[src/hw/rtl/nru_pkg.sv]
package nru_pkg;

  localparam int FRAMES     = 8;
  localparam int PAGE_BITS  = 16;
  localparam int FIELD_BITS = 8;
  localparam int IDX_W      = (FRAMES > 1) ? $clog2(FRAMES) : 1;
  localparam int CNT_W      = $clog2(FRAMES + 1);

  typedef logic [PAGE_BITS-1:0]  page_t;
  typedef logic [IDX_W-1:0]      idx_t;
  typedef logic [CNT_W-1:0]      cnt_t;
  typedef logic [2:0]            cls_t;
  typedef logic [FIELD_BITS-1:0] bits_t;

  // Class above every real class, so the first active frame always beats it.
  localparam cls_t CLS_NONE = 3'd4;

  // Search word that travels down the row of frame cells.
  typedef struct packed {
    logic  valid;
    page_t page;
    bits_t ref_sh;
    bits_t mod_sh;
    logic  hit;
    idx_t  hit_idx;
    cls_t  best_cls;
    idx_t  best_idx;
    page_t best_page;
    logic  best_filled;
  } search_t;

  // Write of a page into one frame cell.
  typedef struct packed {
    logic  en;
    idx_t  idx;
    page_t page;
  } wr_t;

  typedef struct packed {
    logic  hit;
    idx_t  frame;
    logic  ev_valid;
    page_t ev_page;
  } res_t;

endpackage

[src/hw/rtl/nru_page_replacement_top.sv]
// Channel   Direction  Handshake             Word
// in        in         in_valid / in_stall   page_number, ref_bits, mod_bits
// out       out        out_valid / out_stall hit, frame_index, evicted_valid,
//                                            evicted_page
// cfg       in         cfg_valid / cfg_ready frames_in_use
//
// A reference walks the row of FRAMES frame cells, one cell per cycle, and is
// resolved from the register behind the last cell into the output register.
// No new word is taken while a reference is in the row or in the hold slot.
// The row holds one reference at a time. A stalled result stays in the output
// register while the next reference walks; if that one finishes first it goes
// to a hold slot and no new word is taken until the hold slot empties.
// Reset clears the fill count and the filled flags and sets the frame count to 8.
module nru_page_replacement_top (
  input  logic        clk,
  input  logic        rst,
  input  logic        in_valid,
  output logic        in_stall,
  input  logic [15:0] page_number,
  input  logic [7:0]  ref_bits,
  input  logic [7:0]  mod_bits,
  output logic        out_valid,
  input  logic        out_stall,
  output logic        hit,
  output logic [2:0]  frame_index,
  output logic        evicted_valid,
  output logic [15:0] evicted_page,
  input  logic        cfg_valid,
  output logic        cfg_ready,
  input  logic [3:0]  frames_in_use
);

  logic [3:0]           frames_cfg;
  nru_pkg::cnt_t        n_active;
  nru_pkg::cnt_t        fill_count;
  nru_pkg::cnt_t        fill_count_next;
  nru_pkg::search_t     chain [nru_pkg::FRAMES+1];
  nru_pkg::search_t     tail;
  nru_pkg::wr_t         wr;
  nru_pkg::res_t        res;
  nru_pkg::res_t        out_q;
  nru_pkg::res_t        hold_q;
  logic                 hold_valid;
  logic [nru_pkg::FRAMES:0] flight_vec;
  logic                 busy;
  logic                 in_take;
  logic                 out_take;
  logic                 out_free;

  assign cfg_ready = 1'b1;

  always_ff @(posedge clk) begin
    if (rst) begin
      frames_cfg <= 4'd8;
    end else if (cfg_valid && cfg_ready) begin
      frames_cfg <= frames_in_use;
    end
  end

  always_comb begin
    if (frames_cfg == 4'd0) begin
      n_active = nru_pkg::cnt_t'(1);
    end else if (32'(frames_cfg) > nru_pkg::FRAMES) begin
      n_active = nru_pkg::cnt_t'(nru_pkg::FRAMES);
    end else begin
      n_active = nru_pkg::cnt_t'(frames_cfg);
    end
  end

  always_comb begin
    for (int i = 0; i <= nru_pkg::FRAMES; i++) begin
      flight_vec[i] = chain[i].valid;
    end
  end

  assign busy     = (|flight_vec) || hold_valid;
  assign in_stall = busy;
  assign in_take  = in_valid && !in_stall;
  assign out_take = out_valid && !out_stall;
  assign out_free = !out_valid || out_take;

  // Entry register of the row.
  always_ff @(posedge clk) begin
    if (rst) begin
      chain[0].valid <= 1'b0;
    end else begin
      chain[0].valid       <= in_take;
      chain[0].page        <= nru_pkg::page_t'(page_number);
      chain[0].ref_sh      <= ref_bits;
      chain[0].mod_sh      <= mod_bits;
      chain[0].hit         <= 1'b0;
      chain[0].hit_idx     <= '0;
      chain[0].best_cls    <= nru_pkg::CLS_NONE;
      chain[0].best_idx    <= '0;
      chain[0].best_page   <= '0;
      chain[0].best_filled <= 1'b0;
    end
  end

  for (genvar g = 0; g < nru_pkg::FRAMES; g++) begin : g_cell
    nru_cell u_cell (
      .clk      (clk),
      .rst      (rst),
      .my_idx   (nru_pkg::idx_t'(g)),
      .n_active (n_active),
      .wr       (wr),
      .sin      (chain[g]),
      .sout     (chain[g+1])
    );
  end

  assign tail = chain[nru_pkg::FRAMES];

  // Resolve the reference once it leaves the last cell: a hit, a fill of the
  // next empty frame, or a replacement of the best-class victim.
  always_comb begin
    res             = '0;
    wr              = '0;
    fill_count_next = fill_count;
    if (tail.valid) begin
      if (tail.hit) begin
        res.hit   = 1'b1;
        res.frame = tail.hit_idx;
      end else if (fill_count < n_active) begin
        res.frame       = nru_pkg::idx_t'(fill_count);
        wr.en           = 1'b1;
        wr.idx          = nru_pkg::idx_t'(fill_count);
        wr.page         = tail.page;
        fill_count_next = fill_count + nru_pkg::cnt_t'(1);
      end else begin
        res.frame    = tail.best_idx;
        res.ev_valid = tail.best_filled;
        res.ev_page  = tail.best_filled ? tail.best_page : '0;
        wr.en        = 1'b1;
        wr.idx       = tail.best_idx;
        wr.page      = tail.page;
      end
    end
  end

  always_ff @(posedge clk) begin
    if (rst) begin
      fill_count <= '0;
    end else begin
      fill_count <= fill_count_next;
    end
  end

  always_ff @(posedge clk) begin
    if (rst) begin
      out_valid  <= 1'b0;
      hold_valid <= 1'b0;
    end else if (tail.valid) begin
      if (out_free) begin
        out_valid <= 1'b1;
      end else begin
        hold_valid <= 1'b1;
      end
    end else if (hold_valid && out_free) begin
      out_valid  <= 1'b1;
      hold_valid <= 1'b0;
    end else if (out_take) begin
      out_valid <= 1'b0;
    end
  end

  always_ff @(posedge clk) begin
    if (tail.valid) begin
      if (out_free) begin
        out_q <= res;
      end else begin
        hold_q <= res;
      end
    end else if (hold_valid && out_free) begin
      out_q <= hold_q;
    end
  end

  assign hit           = out_q.hit;
  assign frame_index   = 3'(out_q.frame);
  assign evicted_valid = out_q.ev_valid;
  assign evicted_page  = 16'(out_q.ev_page);

`ifndef SYNTHESIS
  a_one_in_flight: assert property (@(posedge clk) disable iff (rst)
    $countones({flight_vec, hold_valid}) <= 1)
    else $error("more than one reference in flight");

  a_hold_behind_out: assert property (@(posedge clk) disable iff (rst)
    hold_valid |-> out_valid)
    else $error("hold slot full while output register is empty");

  a_fill_bound: assert property (@(posedge clk) disable iff (rst)
    32'(fill_count) <= nru_pkg::FRAMES)
    else $error("fill count beyond frame count");

  a_write_active: assert property (@(posedge clk) disable iff (rst)
    wr.en |-> (nru_pkg::cnt_t'(wr.idx) < n_active))
    else $error("write to a frame outside the active range");

  a_walk_length: assert property (@(posedge clk) disable iff (rst)
    in_take |-> ##(nru_pkg::FRAMES+1) tail.valid)
    else $error("reference did not leave the row on time");
`endif

endmodule

[src/hw/rtl/nru_cell.sv]
module nru_cell (
  input  logic             clk,
  input  logic             rst,
  input  nru_pkg::idx_t    my_idx,
  input  nru_pkg::cnt_t    n_active,
  input  nru_pkg::wr_t     wr,
  input  nru_pkg::search_t sin,
  output nru_pkg::search_t sout
);

  nru_pkg::page_t   resident_page;
  logic             filled;
  logic             active;
  nru_pkg::cls_t    cls;
  nru_pkg::search_t sout_next;

  assign active = (nru_pkg::cnt_t'(my_idx) < n_active);
  assign cls    = {1'b0, sin.ref_sh[0], sin.mod_sh[0]};

  // Each cell looks at bit 0 of the flag vectors and shifts them on, so the
  // next cell finds its own flags in bit 0 and frames past the field read zero.
  always_comb begin
    sout_next        = sin;
    sout_next.ref_sh = sin.ref_sh >> 1;
    sout_next.mod_sh = sin.mod_sh >> 1;
    if (active && filled && !sin.hit && (resident_page == sin.page)) begin
      sout_next.hit     = 1'b1;
      sout_next.hit_idx = my_idx;
    end
    if (active && (cls < sin.best_cls)) begin
      sout_next.best_cls    = cls;
      sout_next.best_idx    = my_idx;
      sout_next.best_page   = resident_page;
      sout_next.best_filled = filled;
    end
  end

  always_ff @(posedge clk) begin
    if (rst) begin
      sout.valid <= 1'b0;
    end else begin
      sout <= sout_next;
    end
  end

  always_ff @(posedge clk) begin
    if (rst) begin
      filled <= 1'b0;
    end else if (wr.en && (wr.idx == my_idx)) begin
      filled <= 1'b1;
    end
  end

  always_ff @(posedge clk) begin
    if (wr.en && (wr.idx == my_idx)) begin
      resident_page <= wr.page;
    end
  end

endmodule

[config.mk]
export PLATFORM = sky130hd
export DESIGN_NAME = nru_page_replacement_top
export DESIGN_NICKNAME = d
export VERILOG_FILES = /design/src/hw/rtl/nru_pkg.sv /design/src/hw/rtl/nru_page_replacement_top.sv /design/src/hw/rtl/nru_cell.sv
export SDC_FILE = /design/constraint.sdc
export NUM_CORES = 1
export LEC_CHECK = 0
export BUFFER_PORTS_ARGS = -buffer_cell sky130_fd_sc_hd__buf_2
export CAP_MARGIN = 5
export CORE_MARGIN = 2
export CORE_UTILIZATION = 54
export CTS_CLUSTER_DIAMETER = 40
export DETAILED_ROUTE_END_ITERATION = 6
export GPL_TIMING_DRIVEN = 0
export PLACE_DENSITY_LB_ADDON = 0.05
export SLEW_MARGIN = 20
export SYNTH_ARGS = -nofsm -noshare
export SYNTH_HDL_FRONTEND = slang
export SYNTH_SLANG_ARGS = --single-unit
[constraint.sdc]
create_clock -name clk -period 18.3 [get_ports clk]
set_clock_uncertainty 0.15 [all_clocks]
set_input_delay 1.83 -clock clk [delete_from_list [all_inputs] [get_ports clk]]
set_output_delay 1.83 -clock clk [all_outputs]
set_load 0.02 [all_outputs]
==> run metrics <==
clock sinks=about 610; Tcrit/Tclk final=around a fifth; layout cells sized above 1=25.39%; CTS Hold Bufs=0; Comb pwr share=4.3%; clk_lat worst skew=580 ps; Post-synth EDFFs=585; Flop pwr share=about half; # rows=75; Max rail drop VDD=0.00009019 V; Peak Freq=263.2 MHz; Global Route met1 Usage=23.13%; GRT busiest layer=met2; die extent in y=~210 um; Post-DRT Antenna Nets=0; io pins=65; Final Hold Vio Count=0; unrepaired setup endpoints after global routing=false; average cell area after synthesis=18.39 um^2; Most used DFF post-synth=edfxtp_1; CTS H-tree lvls=3; n_diodes=0; Layout area overhead=15.48%; first-pass GRT wire length=60,450 um; Sw Pwr=656.4 uW; P_leak=9.700 nW; routed vias/inst=5.145; status=finished, final reports clean; crit path kind=flop to primary output; DRC Markers=0; CP Launch Type=flop; Synth top area share=76.07%; Setup TNS=0 ps; #FFs+latches synth=between 600 and 700; Cells after DPL=1,867; via count=between 10,000 and 15,000; PortBufs=62; clock share of power=44.2%; syn nets=1,308; min Tclk post-route=3800 ps; most frequent cells in the layout=edfxtp_1 (585), mux2_2 (135), xnor2_1 (92), buf_2 (79), clkbuf_16 (77); DRT Wirelength=39,290 um; Nets=approximately 1,500; CP top delay family=simple AND/OR/NAND/NOR gates; Max Cap Viol=0; total CTS buffers=74; register clock-pin slew on the reported worst setup and hold paths=60 ps; routed len/inst=19.64 um; Synth area leaders=edfxtp_1 (76%), mux2_2 (6.6%), xnor2_1 (3.5%), dfxtp_1 (2.3%), xor2_1 (1.5%); CP max-delay cell=nor2_1; Clock Tree Buf Depth=3; final max-slew violation count=0; Synth async-reset ratio=0%; CTS resizes=0; Pre-antenna DRT Iters=5; Final Setup Violations=0; Cell Count, Final, Fillers Out=2,000; crit-path max FO=8; die area=0.04444 mm^2; Hold Crit Class=flop to flop; P_int=roughly 2.5 mW; Core Region=0.04204 mm^2; GPL Wtd Cong=0.8155; total congestion overflow=0; synthesized cell area=0.02309 mm^2; headroom to the max-slew limit=a little under 40%; TritonCTS clock tree=built; gr usage total=18.34%; CP Capture Type=primary output; Post-Synthesis Cells=1,256; delay of the slowest critical-path stage=approximately 380 ps; initial drt markers=592; Req. time, crit path=16,320 ps; Yosys cell types=roughly 60; Tightest Pin Transition=912.6 ps; PD cells=118.9 mW/mm^2; met2 usage=31.32%; Starting Density=54.93%; DIE WIDTH=approximately 210 um; hpwl dp=between 20,000 and 30,000 um; Synth warnings=0; most common cell after layout, fill and taps aside=edfxtp_1; Seq/Total Area, Yosys=78.41%; fillcell total=3,024; hold slack=266.6 ps; vias in the first global route=10,540; leading area contributor after synthesis=edfxtp_1; crit path DAT=between 1500 and 2000 ps; Post CTS Setup Buffer Count=0; Clock Tree Root=clkbuf_16; Bufs and invs on worst path=2; Power Total=~3.2 mW; Critical Path, Cell by Cell=clkbuf_2 > nor2_1 > nand3_1 > buf_2; largest net degree at the start of global routing=91; Switching Fraction=20.69%; initial antenna violation count=0; met3 usage=~3.5%
-- flip-flops by register name, indices dropped and copies added, names as in the netlist --
signal / cells
chain: 33
evicted_page: 16
hold_valid: 1
frames_cfg: 4
g_cell.u_cell.sout: 391
evicted_valid: 1
frame_index: 3
hold_q: 21
hit: 1
fill_count: 4
out_valid: 1
g_cell.u_cell.resident_page: 128
g_cell.u_cell.filled: 8
-- synthesized netlist by cell type, drive strengths merged (17+ instances only) --
cell type / instances
and2: 46
buf: 23
clkbuf: 30
dfxtp: 27
edfxtp: 585
inv: 21
mux2: 135
nand2: 34
nand2b: 18
nand4: 21
nor2: 20
nor4: 18
o2bb2ai: 17
xnor2: 92
xor2: 39
-- kinds of logic (layout without fill, tap and decap cells) --
| group | after synthesis | after routing | share of synthesized area (%) |
|---|---|---|---|
| XOR/XNOR | 131 | 131 | 4.968 |
| multiplexers | 143 | 143 | 6.930 |
| AO/OA/AOI/OAI | 59 | 59 | 1.907 |
| AND/OR/NAND/NOR | 222 | 222 | 5.662 |
| buffers and inverters | 75 | 280 | 1.452 |
| flip-flops | 612 | 612 | 78.41 |
| other | 2 | 2 | 0.03252 |
| adder cells (fa/ha/maj) | 12 | 12 | 0.6393 |
-- per-stage QoR --
step	utilization, %	worst slack (ps)	cell area (um^2)
detailed placement	57.77	14710	24290
CTS	63.43	14480	26670
global route	63.43	14410	26670
floorplan	-	5317	23090
global placement	57.27	1051	24080
finish	63.43	14500	26670
-- cell type report --
class / instances / area, um^2 / share of cell area [%]
sequential: 612 / 18110 / 67.90
multi-input combinational: 569 / 4672 / 17.52
buffer: 53 / 252.7 / 0.9477
tap: 539 / 674.4 / 2.529
timing repair buffer: 72 / 493.0 / 1.849
inverter: 22 / 87.58 / 0.3284
clock inverter: 42 / 401.6 / 1.506
clock buffer: 91 / 1979 / 7.422
-- final timing paths --
kind                            cells past startpoint  slack, ps                                end                       from
worst max register to register                      9      14870  g_cell[1].u_cell.resident_page[3]              frames_cfg[3]
worst min-delay path                                0        270          g_cell[3].u_cell.sout[27]  g_cell[2].u_cell.sout[28]
worst min register to register                      0        270          g_cell[3].u_cell.sout[27]  g_cell[2].u_cell.sout[28]
worst max-delay path                                4      14500                           in_stall  g_cell[7].u_cell.sout[59]
-- worst reg2reg max path, cell delays in order, from the launching register on --
cell,delay (ps)
dfxtp_1,380
buf_2,310
inv_1,150
ha_1,360
o211ai_2,160
a21oi_4,250
or2_4,200
a21oi_1,190
nor3_2,650
buf_4,330
-- power groups by stage --
stage | Clock (mW) | Sequential (mW) | Combinational, mW
floorplan | 0 | 1.67 | 0.0970
global placement | 0 | 1.68 | 0.132
detailed placement | 0 | 1.66 | 0.138
CTS | 1.43 | 1.63 | 0.139
global route | 1.49 | 1.64 | 0.148
finish | 1.40 | 1.63 | 0.136
-- metal layers --
layer  share of wire (%)  vias to the layer above
li1                    -                     5044
met1                  43                     4969
met2                  50                      196
met3                 3.6                       80
met4                 3.4                        0
met5                   0                        -
No activity file was read; power rests on OpenSTA's default activity.
